File: config.mk
export PLATFORM = sky130hd
export DESIGN_NAME = line_sensor_centroid
export DESIGN_NICKNAME = d
export VERILOG_FILES = /design/src/lsc_pkg.sv /design/src/lsc_ram.sv /design/src/lsc_divider.sv /design/src/line_sensor_centroid.sv
export SDC_FILE = /design/constraint.sdc
export NUM_CORES = 1
export LEC_CHECK = 0
export ABC_AREA = 0
export BUFFER_PORTS_ARGS = -buffer_cell sky130_fd_sc_hd__buf_2
export CORE_UTILIZATION = 35
export CTS_BUF_LIST = sky130_fd_sc_hd__clkbuf_8
export CTS_CLUSTER_SIZE = 20
export DETAILED_ROUTE_END_ITERATION = 12
export PLACE_DENSITY_LB_ADDON = 0.1
export SKIP_CTS_REPAIR_TIMING = 1
export SYNTH_ARGS = -nofsm -noshare
export SYNTH_HDL_FRONTEND = slang
export SYNTH_SLANG_ARGS = --single-unit
File: constraint.sdc
create_clock -name clock -period 12.15 [get_ports clock]
set_input_delay 1.8225 -clock clock [delete_from_list [all_inputs] [get_ports clock]]
set_output_delay 1.8225 -clock clock [all_outputs]
set_load 0.005 [all_outputs]
File: src/lsc_pkg.sv
// shared types and constants for the line sensor centroid block
// used by every module under src except lsc_ram; depends on nothing

package lsc_pkg;

   localparam int CHANNELS    = 8;
   localparam int SAMPLE_BITS = 12;

   // port widths fixed by the interface
   localparam int PORT_CHANNELS = 8;
   localparam int SAMPLE_W      = 12;
   localparam int WHITE_W       = 13;
   localparam int BLACK_W       = 12;
   localparam int THR_W         = 9;
   localparam int WEIGHTS_W     = 64;
   localparam int COUNT_W       = 4;
   localparam int ERROR_W       = 16;
   localparam int CSR_INDEX_W   = 1;

   localparam int CH_IDX_W = (CHANNELS > 1) ? $clog2(CHANNELS) : 1;
   localparam int CNT_W    = $clog2(CHANNELS + 1);
   localparam int SUM_W    = 8 + CH_IDX_W;
   localparam int DIV_W    = ((SUM_W + 8 + 1) / 2) * 2;
   localparam int DIV_STEPS = DIV_W / 2;
   localparam int STEP_W   = $clog2(DIV_STEPS + 1);

   localparam logic [SAMPLE_W-1:0] SAMPLE_MASK = SAMPLE_W'((1 << SAMPLE_BITS) - 1);
   localparam logic [WHITE_W-1:0]  WHITE_RESET = 13'd3500;
   localparam logic [BLACK_W-1:0]  BLACK_RESET = 12'd500;
   localparam logic [SAMPLE_W-1:0] REF_MARGIN  = 12'd100;
   localparam logic [THR_W-1:0]    THR_RESET   = 9'd128;

   typedef enum logic [1:0] {
      OP_MEASURE = 2'd0,
      OP_WHITE   = 2'd1,
      OP_BLACK   = 2'd2,
      OP_NOP     = 2'd3
   } op_type;

   localparam logic [CSR_INDEX_W-1:0] CSR_THRESHOLD = 1'b0;
   localparam logic [CSR_INDEX_W-1:0] CSR_WEIGHTS   = 1'b1;

   typedef enum logic [3:0] {
      ST_IDLE   = 4'b0001,
      ST_SCAN   = 4'b0010,
      ST_DIVIDE = 4'b0100,
      ST_DONE   = 4'b1000
   } state_type;

   typedef struct packed {
      logic [WHITE_W-1:0] white;
      logic [BLACK_W-1:0] black;
   } ref_type;

   typedef struct packed {
      logic               start;
      logic               neg;
      logic [DIV_W-1:0]   mag;
      logic [COUNT_W-1:0] divisor;
   } div_req_type;

   typedef struct packed {
      logic               done;
      logic [ERROR_W-1:0] result;
   } div_rsp_type;

endpackage

File: src/lsc_ram.sv
// generic single-write, single-read synchronous ram with registered read
// standalone, no package dependency

module lsc_ram #(
   parameter int WIDTH = 8,
   parameter int DEPTH = 8
) (
   input  logic                                    clock,
   input  logic                                    wr_en,
   input  logic [((DEPTH > 1) ? $clog2(DEPTH) : 1)-1:0] wr_addr,
   input  logic [WIDTH-1:0]                        wr_data,
   input  logic                                    rd_en,
   input  logic [((DEPTH > 1) ? $clog2(DEPTH) : 1)-1:0] rd_addr,
   output logic [WIDTH-1:0]                        rd_data
);

   logic [WIDTH-1:0] mem [DEPTH];
   logic [WIDTH-1:0] rd_data_ff;

   always_ff @(posedge clock) begin
      if (wr_en) begin
         mem[wr_addr] <= wr_data;
      end
      if (rd_en) begin
         rd_data_ff <= mem[rd_addr];
      end
   end

   assign rd_data = rd_data_ff;

endmodule

File: src/lsc_divider.sv
// signed mean divider: magnitude divided by on-channel count, two quotient bits a cycle
// depends on lsc_pkg

module lsc_divider (
   input  logic                 clock,
   input  logic                 reset,
   input  lsc_pkg::div_req_type req,
   output lsc_pkg::div_rsp_type rsp
);

   logic                         busy_ff, busy_in;
   logic                         done_ff, done_in;
   logic [lsc_pkg::STEP_W-1:0]   step_ff, step_in;
   logic [lsc_pkg::DIV_W-1:0]    num_ff, num_in;
   logic [lsc_pkg::DIV_W-1:0]    quot_ff, quot_in;
   logic [lsc_pkg::COUNT_W-1:0]  rem_ff, rem_in;
   logic [lsc_pkg::COUNT_W-1:0]  div_ff, div_in;
   logic                         neg_ff, neg_in;

   logic [lsc_pkg::COUNT_W:0]    r1, r2;
   logic [lsc_pkg::COUNT_W-1:0]  r1s, r2s;
   logic                         ge1, ge2;

   // two restoring steps; remainder stays below the divisor
   always_comb begin
      r1  = {rem_ff, num_ff[lsc_pkg::DIV_W-1]};
      ge1 = r1 >= {1'b0, div_ff};
      r1s = ge1 ? lsc_pkg::COUNT_W'(r1 - {1'b0, div_ff}) : lsc_pkg::COUNT_W'(r1);
      r2  = {r1s, num_ff[lsc_pkg::DIV_W-2]};
      ge2 = r2 >= {1'b0, div_ff};
      r2s = ge2 ? lsc_pkg::COUNT_W'(r2 - {1'b0, div_ff}) : lsc_pkg::COUNT_W'(r2);
   end

   always_comb begin
      busy_in = busy_ff;
      done_in = 1'b0;
      step_in = step_ff;
      num_in  = num_ff;
      quot_in = quot_ff;
      rem_in  = rem_ff;
      div_in  = div_ff;
      neg_in  = neg_ff;
      if (req.start) begin
         busy_in = 1'b1;
         step_in = '0;
         num_in  = req.mag;
         quot_in = '0;
         rem_in  = '0;
         div_in  = req.divisor;
         neg_in  = req.neg;
      end else if (busy_ff) begin
         num_in  = {num_ff[lsc_pkg::DIV_W-3:0], 2'b00};
         quot_in = {quot_ff[lsc_pkg::DIV_W-3:0], ge1, ge2};
         rem_in  = r2s;
         step_in = step_ff + 1'b1;
         if (step_ff == lsc_pkg::STEP_W'(lsc_pkg::DIV_STEPS - 1)) begin
            busy_in = 1'b0;
            done_in = 1'b1;
         end
      end
   end

   always_ff @(posedge clock) begin
      if (reset) begin
         busy_ff <= 1'b0;
         done_ff <= 1'b0;
         step_ff <= '0;
      end else begin
         busy_ff <= busy_in;
         done_ff <= done_in;
         step_ff <= step_in;
      end
      num_ff  <= num_in;
      quot_ff <= quot_in;
      rem_ff  <= rem_in;
      div_ff  <= div_in;
      neg_ff  <= neg_in;
   end

   // truncation toward zero: divide magnitudes, then restore the sign
   assign rsp.done   = done_ff;
   assign rsp.result = neg_ff ? lsc_pkg::ERROR_W'(16'd0 - quot_ff[lsc_pkg::ERROR_W-1:0])
                              : quot_ff[lsc_pkg::ERROR_W-1:0];

endmodule

File: src/line_sensor_centroid.sv
// eight-channel line sensor: per-channel calibration and weighted line centroid
// depends on lsc_pkg, lsc_ram and lsc_divider
//
// usage:
//  req_ channel carries one frame: an opcode and eight raw samples. measure marks
//  each channel on the line against its white/black references and threshold;
//  calibrate-white / calibrate-black store the frame as references, pushing the
//  other 100 counts off if they cross. every beat on req_ gives one beat on rsp_.
//  csr_ port writes threshold (index 0) and packed channel weights (index 1); the
//  user must write it only while the block is idle; the block does not enforce it.
// sequence:
//  references sit in one ram, read and written back one channel a cycle during
//  the scan. a measure with any channel on then runs the mean through a divider
//  at two quotient bits a cycle; the done state then loads the output register.
//  one frame is in work at a time.
// reset: references read as 3500/500 until written (per-channel valid bits),
//  held error 0, threshold 128, weights 0.
// stall: the result waits in the output register while the next frame is taken;
//  that frame's result waits in the done state, req_stall high, until it frees.

module line_sensor_centroid (
   input  logic        clock,
   input  logic        reset,
   input  logic        req_valid,
   output logic        req_stall,
   input  logic [1:0]  req_opcode,
   input  logic [11:0] req_sample_0,
   input  logic [11:0] req_sample_1,
   input  logic [11:0] req_sample_2,
   input  logic [11:0] req_sample_3,
   input  logic [11:0] req_sample_4,
   input  logic [11:0] req_sample_5,
   input  logic [11:0] req_sample_6,
   input  logic [11:0] req_sample_7,
   output logic        rsp_valid,
   input  logic        rsp_stall,
   output logic [7:0]  rsp_line_bits,
   output logic [3:0]  rsp_on_count,
   output logic signed [15:0] rsp_position_error,
   output logic        rsp_line_seen,
   output logic        rsp_all_on,
   input  logic        csr_write,
   input  logic [0:0]  csr_index,
   input  logic [63:0] csr_data
);

   localparam int CH  = lsc_pkg::CHANNELS;
   localparam int IW  = lsc_pkg::CH_IDX_W;
   localparam int REF_W = $bits(lsc_pkg::ref_type);

   lsc_pkg::state_type             state_ff, state_in;
   lsc_pkg::op_type                op_ff, op_in;
   logic [lsc_pkg::SAMPLE_W-1:0]   sample_ff [CH];
   logic [lsc_pkg::SAMPLE_W-1:0]   sample_in [CH];
   logic [lsc_pkg::SAMPLE_W-1:0]   port_samples [lsc_pkg::PORT_CHANNELS];
   logic [lsc_pkg::CNT_W-1:0]      rd_cnt_ff, rd_cnt_in;
   logic                           comp_act_ff, comp_act_in;
   logic [IW-1:0]                  comp_ch_ff, comp_ch_in;
   logic [7:0]                     bits_ff, bits_in;
   logic [lsc_pkg::COUNT_W-1:0]    count_ff, count_in;
   logic signed [lsc_pkg::SUM_W-1:0] sum_ff, sum_in;
   logic [CH-1:0]                  ref_valid_ff, ref_valid_in;
   logic [lsc_pkg::THR_W-1:0]      thr_ff, thr_in;
   logic [lsc_pkg::WEIGHTS_W-1:0]  weights_ff, weights_in;
   logic [lsc_pkg::ERROR_W-1:0]    held_ff, held_in;

   logic                           rsp_valid_ff, rsp_valid_in;
   logic [7:0]                     rsp_bits_ff, rsp_bits_in;
   logic [lsc_pkg::COUNT_W-1:0]    rsp_count_ff, rsp_count_in;
   logic [lsc_pkg::ERROR_W-1:0]    rsp_error_ff, rsp_error_in;
   logic                           rsp_seen_ff, rsp_seen_in;
   logic                           rsp_all_ff, rsp_all_in;

   logic                           rd_en;
   logic [IW-1:0]                  rd_addr;
   logic [REF_W-1:0]               rd_data;
   logic                           wr_en;
   lsc_pkg::ref_type               rd_ref, wr_ref;

   lsc_pkg::div_req_type           div_req;
   lsc_pkg::div_rsp_type           div_rsp;

   // per-channel datapath
   logic [lsc_pkg::WHITE_W-1:0]    w_ref;
   logic [lsc_pkg::BLACK_W-1:0]    b_ref;
   logic [lsc_pkg::SAMPLE_W-1:0]   raw;
   logic [lsc_pkg::WHITE_W-1:0]    span, d_clamp;
   logic [lsc_pkg::SAMPLE_W-1:0]   d_raw;
   logic [21:0]                    lhs, rhs;
   logic                           degenerate, ch_on;
   logic signed [7:0]              weight;
   logic [lsc_pkg::SUM_W-1:0]      sum_mag;

   assign port_samples[0] = req_sample_0;
   assign port_samples[1] = req_sample_1;
   assign port_samples[2] = req_sample_2;
   assign port_samples[3] = req_sample_3;
   assign port_samples[4] = req_sample_4;
   assign port_samples[5] = req_sample_5;
   assign port_samples[6] = req_sample_6;
   assign port_samples[7] = req_sample_7;

   lsc_ram #(
      .WIDTH (REF_W),
      .DEPTH (CH)
   ) u_ref_ram (
      .clock   (clock),
      .wr_en   (wr_en),
      .wr_addr (comp_ch_ff),
      .wr_data (wr_ref),
      .rd_en   (rd_en),
      .rd_addr (rd_addr),
      .rd_data (rd_data)
   );

   lsc_divider u_divider (
      .clock (clock),
      .reset (reset),
      .req   (div_req),
      .rsp   (div_rsp)
   );

   assign rd_en   = (state_ff == lsc_pkg::ST_SCAN) && (rd_cnt_ff < lsc_pkg::CNT_W'(CH));
   assign rd_addr = rd_cnt_ff[IW-1:0];
   assign rd_ref  = rd_data;

   // unwritten entries read as the reset references
   always_comb begin
      w_ref = ref_valid_ff[comp_ch_ff] ? rd_ref.white : lsc_pkg::WHITE_RESET;
      b_ref = ref_valid_ff[comp_ch_ff] ? rd_ref.black : lsc_pkg::BLACK_RESET;
      raw   = sample_ff[comp_ch_ff] & lsc_pkg::SAMPLE_MASK;

      degenerate = w_ref <= {1'b0, b_ref};
      span  = w_ref - {1'b0, b_ref};
      d_raw = (raw > b_ref) ? raw - b_ref : '0;
      d_clamp = ({1'b0, d_raw} > span) ? span : {1'b0, d_raw};
      lhs   = {1'b0, d_clamp, 8'h00};
      rhs   = 22'(thr_ff) * 22'(span);
      ch_on = degenerate ? (thr_ff != '0) : (lhs < rhs);
      weight = $signed(weights_ff[{comp_ch_ff, 3'b000} +: 8]);

      wr_ref = lsc_pkg::ref_type'{white: w_ref, black: b_ref};
      wr_en  = 1'b0;
      case (op_ff)
         lsc_pkg::OP_WHITE: begin
            wr_en        = comp_act_ff;
            wr_ref.white = {1'b0, raw};
            if (b_ref >= raw) begin
               wr_ref.black = (raw > lsc_pkg::REF_MARGIN) ? raw - lsc_pkg::REF_MARGIN : '0;
            end
         end
         lsc_pkg::OP_BLACK: begin
            wr_en        = comp_act_ff;
            wr_ref.black = raw;
            if (w_ref <= {1'b0, raw}) begin
               wr_ref.white = {1'b0, raw} + {1'b0, lsc_pkg::REF_MARGIN};
            end
         end
         default: begin
            wr_en = 1'b0;
         end
      endcase

      sum_mag = sum_ff[lsc_pkg::SUM_W-1] ? lsc_pkg::SUM_W'(-sum_ff) : lsc_pkg::SUM_W'(sum_ff);
   end

   always_comb begin
      state_in     = state_ff;
      op_in        = op_ff;
      sample_in    = sample_ff;
      rd_cnt_in    = rd_cnt_ff;
      comp_act_in  = 1'b0;
      comp_ch_in   = comp_ch_ff;
      bits_in      = bits_ff;
      count_in     = count_ff;
      sum_in       = sum_ff;
      ref_valid_in = ref_valid_ff;
      thr_in       = thr_ff;
      weights_in   = weights_ff;
      held_in      = held_ff;
      rsp_valid_in = rsp_valid_ff && rsp_stall;
      rsp_bits_in  = rsp_bits_ff;
      rsp_count_in = rsp_count_ff;
      rsp_error_in = rsp_error_ff;
      rsp_seen_in  = rsp_seen_ff;
      rsp_all_in   = rsp_all_ff;
      div_req      = '0;

      if (csr_write) begin
         case (csr_index)
            lsc_pkg::CSR_THRESHOLD: thr_in     = csr_data[lsc_pkg::THR_W-1:0];
            lsc_pkg::CSR_WEIGHTS:   weights_in = csr_data;
            default:                thr_in     = thr_ff;
         endcase
      end

      if (wr_en) begin
         ref_valid_in[comp_ch_ff] = 1'b1;
      end

      if (comp_act_ff && (op_ff == lsc_pkg::OP_MEASURE) && ch_on) begin
         bits_in  = bits_ff | (8'd1 << comp_ch_ff);
         count_in = count_ff + 1'b1;
         sum_in   = sum_ff + lsc_pkg::SUM_W'(weight);
      end

      case (state_ff)
         lsc_pkg::ST_IDLE: begin
            if (req_valid) begin
               op_in = lsc_pkg::op_type'(req_opcode);
               for (int i = 0; i < CH; i++) begin
                  sample_in[i] = port_samples[i];
               end
               rd_cnt_in = '0;
               bits_in   = '0;
               count_in  = '0;
               sum_in    = '0;
               state_in  = lsc_pkg::ST_SCAN;
            end
         end
         lsc_pkg::ST_SCAN: begin
            if (rd_en) begin
               rd_cnt_in   = rd_cnt_ff + 1'b1;
               comp_act_in = 1'b1;
               comp_ch_in  = rd_addr;
            end else if (!comp_act_ff) begin
               if ((op_ff == lsc_pkg::OP_MEASURE) && (count_ff != '0)) begin
                  div_req.start   = 1'b1;
                  div_req.neg     = sum_ff[lsc_pkg::SUM_W-1];
                  div_req.mag     = lsc_pkg::DIV_W'({sum_mag, 8'h00});
                  div_req.divisor = count_ff;
                  state_in        = lsc_pkg::ST_DIVIDE;
               end else begin
                  state_in = lsc_pkg::ST_DONE;
               end
            end
         end
         lsc_pkg::ST_DIVIDE: begin
            if (div_rsp.done) begin
               held_in  = div_rsp.result;
               state_in = lsc_pkg::ST_DONE;
            end
         end
         lsc_pkg::ST_DONE: begin
            if (!rsp_valid_ff || !rsp_stall) begin
               rsp_valid_in = 1'b1;
               rsp_bits_in  = bits_ff;
               rsp_count_in = count_ff;
               rsp_error_in = held_ff;
               rsp_seen_in  = count_ff != '0;
               rsp_all_in   = (op_ff == lsc_pkg::OP_MEASURE) &&
                              (count_ff >= lsc_pkg::COUNT_W'(CH));
               state_in     = lsc_pkg::ST_IDLE;
            end
         end
         default: begin
            state_in = lsc_pkg::ST_IDLE;
         end
      endcase
   end

   always_ff @(posedge clock) begin
      if (reset) begin
         state_ff     <= lsc_pkg::ST_IDLE;
         comp_act_ff  <= 1'b0;
         rd_cnt_ff    <= '0;
         ref_valid_ff <= '0;
         thr_ff       <= lsc_pkg::THR_RESET;
         weights_ff   <= '0;
         held_ff      <= '0;
         rsp_valid_ff <= 1'b0;
      end else begin
         state_ff     <= state_in;
         comp_act_ff  <= comp_act_in;
         rd_cnt_ff    <= rd_cnt_in;
         ref_valid_ff <= ref_valid_in;
         thr_ff       <= thr_in;
         weights_ff   <= weights_in;
         held_ff      <= held_in;
         rsp_valid_ff <= rsp_valid_in;
      end
      op_ff        <= op_in;
      sample_ff    <= sample_in;
      comp_ch_ff   <= comp_ch_in;
      bits_ff      <= bits_in;
      count_ff     <= count_in;
      sum_ff       <= sum_in;
      rsp_bits_ff  <= rsp_bits_in;
      rsp_count_ff <= rsp_count_in;
      rsp_error_ff <= rsp_error_in;
      rsp_seen_ff  <= rsp_seen_in;
      rsp_all_ff   <= rsp_all_in;
   end

   assign req_stall          = state_ff != lsc_pkg::ST_IDLE;
   assign rsp_valid          = rsp_valid_ff;
   assign rsp_line_bits      = rsp_bits_ff;
   assign rsp_on_count       = rsp_count_ff;
   assign rsp_position_error = $signed(rsp_error_ff);
   assign rsp_line_seen      = rsp_seen_ff;
   assign rsp_all_on         = rsp_all_ff;

endmodule

After elaboration in Yosys (flattened, before gate mapping):

Memories as Yosys holds them, arrays and structs flattened. A register that Yosys moved wholly into a read port is not among the register bits.
Cells that the tools add are included.

* register bits: 312
* bits in latches: 0
* memory bits (writable): 200
* memory bits (read-only): 0
* input port bits: 168
* output and inout bits: 32
* word-level logic and storage cells: 168
* memories: 1

Memory list
* u_ref_ram.mem: words 8, width 25, read ports 1, clocked after Yosys merged registers in 1, write ports 1, line lsc_ram.sv:17 `logic [WIDTH-1:0] mem [DEPTH];`

* add/subtract/negate cells: 12
* multiply operators: 1
* div/mod/pow operators: 0
* order comparisons: 14
* eq/ne operators: 14
* shift-type cells: 2
* mux-type cells: 55
* bitwise gates (word level): 7
* reductions and logical operators: 28

Operators by type and width (number)
* $mux W26: 4
* $mux W12: 6
* $shiftx A64 B7 Y8: 1
* $mux W4: 13
* $pmux W25 S2: 1
* $mux W11: 4
* $mux W20: 2
* $mux W13: 3
* $bmux W12 S3: 1
* $le A13 B12 Y1: 2
* $mux W8: 3
* $lt A21 B22 Y1: 1
* $mul A9 B13 Y22: 1
* $mux W16: 1
* $or A8 B8 Y8: 2
* $pmux W4 S4: 1
* $sub A1 B16 Y16 const A: 1
* $add A12 B7 Y13 const B: 1
* $gt A12 B13 Y1: 1
* $mux W1: 13
* $sub A13 B12 Y13: 1
* $add A4 B1 Y4 const B: 3
* $ge A12 B12 Y1: 1
* $gt A12 B12 Y1: 1
* 39 further kinds: 65

Longest topological paths before layout:

* depth in word-level cells: 14
* depth in mapped cells: 43
* mapped depth without buffers: 39

Hierarchy:

From an unflattened synthesis, not the netlist that was laid out.

* cell total of the unflattened synthesis: 2333
* area, all modules: 28656.2 µm²

Modules (own cells, without submodules)
* line_sensor_centroid: instances 1, cells each 1760, area each 17494.3 µm², seq. area each 6536.3 µm²
* lsc_ram: instances 1, cells each 328, area each 8511.9 µm², seq. area each 6756.5 µm²
* lsc_divider: instances 1, cells each 245, area each 2650.0 µm², seq. area each 1271.2 µm²

Worst setup path after synthesis:

No wires, ideal clock.

* path type: register to register
* start point: reg comp_ch_ff[2]
* end point: reg count_ff[1] (netlist name)
* setup time: 0.311 ns
* arrival: 8.480 ns
* data required time: 11.839 ns
* path slack: 3.359 ns
* stages on the path, launching flop included: 42
* path buffers: 4
* clock period less this slack: 8.791 ns
* path through: edfxtp_1 > buf_6 > mux2_2 > o2bb2ai_1 > nor2_1 > clkbuf_1 > nand2_1 > ha_1 > inv_1 > fa_1 > inv_1 > o31ai_1 > a31oi_1 > o21ai_1 > a31oi_1 > o21bai_1 > a21o_1 > xor2_1 > [6 not listed] > inv_1 > fa_1 > inv_1 > ha_1 > a21o_1 > o2111a_1 > or3_1 > a31oi_1 > xor2_1 > ha_1 > o21ai_0 > nand2b_1 > a21oi_1 > a21oi_1 > and4_1 > clkbuf_1 > o21ai_0 > a21oi_1

* longest elaborated chain between the ends: 14
* elaborated cells between the ends (all ways): 22
* classes of those cells: add/sub: 2; mul: 1; order compare: 4; mux: 13; bitwise: 1; reduce/logical: 1

RTL lines
* start: declaration: line line_sensor_centroid.sv:58 `logic [IW-1:0] comp_ch_ff, comp_ch_in;`
* start signal: assignment: line line_sensor_centroid.sv:284 `comp_ch_ff <= comp_ch_in;`
* branches (longest 9 deep; another with $mul A9 B13 Y22)
* $mux W1 *: line line_sensor_centroid.sv:139 `ch_on = degenerate ? (thr_ff != '0) : (lhs < rhs);`
* $logic_and A1 B1 Y1 *: line line_sensor_centroid.sv:201 `if (comp_act_ff && (op_ff == lsc_pkg::OP_MEASURE) && ch_on) begin`
* $mux W4 *: line line_sensor_centroid.sv:201
* $mux W4: line line_sensor_centroid.sv:209 `if (req_valid) begin`
* $mux W4 *: line line_sensor_centroid.sv:207 `case (state_ff)`
* via count_in (one bit): line line_sensor_centroid.sv:60 `logic [lsc_pkg::COUNT_W-1:0] count_ff, count_in;`
* end signal: assignment: line line_sensor_centroid.sv:286 `count_ff <= count_in;`
* end: declaration: line line_sensor_centroid.sv:60

Mark *: on every way through the listed nets, which the timed path passes. The select of a mux whose other input is x is not followed.
A chain may end at the register's enable or synchronous reset.

Worst setup path after layout:

* start point: reg comp_ch_ff[2]
* end point: reg sum_ff[9] (netlist name)

* longest elaborated chain between the ends: 14
* elaborated cells between the ends (all ways): 24
* classes of those cells: add/sub: 3; mul: 1; order compare: 4; shift: 1; mux: 13; bitwise: 1; reduce/logical: 1

RTL lines
* branches (longest 11 deep; another with $mul A9 B13 Y22)
* $mux W11 *: line line_sensor_centroid.sv:201
* $mux W11: line line_sensor_centroid.sv:209
* $mux W11 *: line line_sensor_centroid.sv:207
* via sum_in (one bit): line line_sensor_centroid.sv:61 `logic signed [lsc_pkg::SUM_W-1:0] sum_ff, sum_in;`
* end signal: assignment: line line_sensor_centroid.sv:287 `sum_ff <= sum_in;`
* end: declaration: line line_sensor_centroid.sv:61

Marks and branches as above.

==> out/results.tsv <==
metric	value	unit
Worst-Margin Slew	1.13	ns
Critical Path Most Common Cell	inv_1	
Top FF cell, synth	edfxtp_1	
DR DRC count	0	
Fmax	99.3	MHz
vias	19200	
CP max stage cell	edfxtp_1	
final wirelength	77.2	mm
Worst Setup End Kind	flip-flop	
WP data arrival	10.64	ns
Max Root-Sink Buffers	3	
Worst R2R End	sum_ff[9]	
status	complete, no violations	
number of global-route vias before repair	19900	
Die Footprint	81800	um^2
Worst Skew	0.0564	ns
post-route insts no fill	3715	
port bufs	199	
clock tree from TritonCTS	yes	
Worst R2R Path Depth	37	
cell count after synthesis	2371	
R2R Path Start	comp_ch_ff[2]	
CP peak stage delay	0.65	ns
Syn Area/Cell	11.9	um^2
DIE WIDTH	286	um
CTS H-tree lvls	3	
Congestion Overflow GR	0	
post-synth cell types	89	
share of the clock period used by the worst path after layout	82.9	%
DIE HEIGHT	286	um
wire per inst	20.8	um
max-slew violation count	0	
synth cell count leaders	edfxtp_1 (373), nand2_1 (288), inv_1 (181)	
Hold Path Class	reg -> reg	
Seq/Total Area, Yosys	50.7	%
worst skew pair latency	0.73	ns
Detailed Route Iter0 Violations	1298	
crit path kind	reg -> reg	
Vias per Instance	5.16	
worst vdd ir	82.6	uV
HPWL after detailed placement	54.3	mm
EDFF count, synth	373	
number of I/O pins	200	
Core Box Area	79400	um^2
dominant cells by area after synthesis	edfxtp_1 (40%), dfxtp_1 (11%), mux4_2 (7.2%)	
layout cell share with drive strength beyond 1	20.4	%
pin count of the biggest net entering global routing	88	
Setup crit start kind	flip-flop	
antenna viol nets, final	0	
dpl cells	3544	
CP Max Fanout	16	
fin util	40.6	%
CP startpoint	comp_ch_ff[2]	
drt pass-1 iters	7	
Max Cap Viol	0	
area growth from synthesis to layout	14.1	%
gpl congestion	0.890	
setup_tns	0	ns
syn nets	2753	
top-count cell post-synth	edfxtp_1	
PwrDens	136	nW/um^2
Initial Util	35.6	%
antenna violations before repair	2	
Yosys top cell by area	edfxtp_1	
Final #Nets	2971	
global-route wire length before repair	120	mm
Fin. Hold Viols	0	
clk slew on worst S/H paths	0.06	ns
TritonCTS buffer count	93	
minimum clock period	10.07	ns
site row count	103	
RSZ-0062 raised after global routing	false	
CP required	12.72	ns
LEAKAGE	12.5	nW
Worst Setup EP	sum_ff[9]	
Synth Cell Area	28200	um^2
Async SR Flop Fraction	0	%
Slew HR	24.6	%
root buf cell	clkbuf_8	
share of the synthesized area in the top cell type	39.7	%
gr usage total	19.1	%
FF+latch count, synth	529	
Synth Warn #	0	
Setup violations, final	0	
# clock sinks	529	
R2R Setup Slk	2.08	ns
-- worst min-delay path by stage --
stage | startpoint | endpoint | slack, ns | cells after the start
after global routing | held_ff[11] | rsp_position_error[11] | 0.44 | 0
after global placement | held_ff[9] | rsp_position_error[9] | 0.42 | 0
after detailed placement | bits_ff[5] | rsp_line_bits[5] | 0.42 | 0
after floorplan | rd_cnt_ff[2] | comp_ch_ff[2] | 0.41 | 0
final | held_ff[11] | rsp_position_error[11] | 0.43 | 0
after CTS | held_ff[12] | rsp_position_error[12] | 0.43 | 0
-- cells in the final DEF, fill, tap and decap left out, types with 17 or more instances in the layout --
master	Yosys	layout
edfxtp_1	373	373
a21oi_1	143	142
ha_1	131	131
nand2b_1	20	20
nor2_1	134	125
and2_1	67	66
nand3_1	31	31
nor2b_1	27	27
xnor2_1	34	34
inv_1	181	217
mux4_2	90	90
o21ai_0	52	52
mux2i_1	31	31
nand2_1	288	287
a31oi_1	17	17
buf_2	8	198
xor2_1	40	40
fa_1	83	83
mux2_2	50	50
a21o_1	28	28
buf_4	4	44
nand4_1	17	17
dfxtp_1	156	154
nor3_1	29	29
clkbuf_8	0	99
a211oi_1	24	24
-- worst max-delay path, delay by kind of cell (launching register included) --
family,cells,cell delay [ns]
AND/OR/NAND/NOR,7,1.85
flip-flops,1,0.65
multiplexers,1,0.20
adder cells (fa/ha/maj),7,2.86
XOR/XNOR,2,0.25
AO/OA/AOI/OAI,13,3.32
buffers and inverters,7,0.80
-- area by class of cell --
class	count	area, um^2
fillers	7752	47200
flip-flops and latches	529	14300
multi-input cells	1541	12700
clock buffers	99	1360
repair buffers	242	1320
well taps	1050	1310
inverters	182	686
clock inverters	70	448
diodes	2	5.00
-- sequential cells by signal (all words and copies together), names as in the netlist, 2 cells and up --
signal              flops
bits_ff                 8
comp_ch_ff              3
count_ff                4
held_ff                16
op_ff                   2
rd_cnt_ff               4
ref_valid_ff            8
rsp_line_bits           8
rsp_on_count            4
rsp_position_error     16
sample_ff              96
state_ff                4
sum_ff                 11
thr_ff                  9
u_divider.div_ff        4
u_divider.num_ff       12
u_divider.quot_ff      16
u_divider.rem_ff        4
u_divider.step_ff       4
u_ref_ram.mem         200
u_ref_ram.rd_data      25
weights_ff             64
-- report_power, final --
| part | internal [mW] | switching [mW] |
|---|---|---|
| clock | 0.830 | 0.773 |
| combinational | 0.293 | 0.460 |
| sequential | 2.00 | 0.0280 |
| total | 3.12 | 1.26 |
-- cell families after synthesis --
kind of cell    count (synthesis)  share of synthesized area (%)
compound gates                389                           8.84
xor+xnor                       74                           2.30
fa+ha+maj                     216                           11.8
buf+inv                       301                           4.29
flops                         529                           50.7
mux                           178                           10.7
other cells                     1                         0.0133
simple gates                  683                           11.4
-- through the flow --
step	area [um^2]	setup WS, ns	power [mW]	hold slack [ns]
floorplan	28200	3.36	2.59	0.406
global placement	30400	2.28	2.81	0.418
detailed placement	30400	2.18	2.82	0.418
CTS	32200	2.13	4.45	0.433
global route	32200	1.37	4.62	0.443
finish	32200	2.08	4.38	0.429
-- routing by layer --
layer	up-vias	share of wire, %	GRT usage, %
li1	9002	-	-
met1	9638	44	24.9
met2	398	50	33.0
met3	125	3.8	2.63
met4	0	2.1	5.48
met5	-	0	0
No activity file was read; power rests on OpenSTA's default activity.
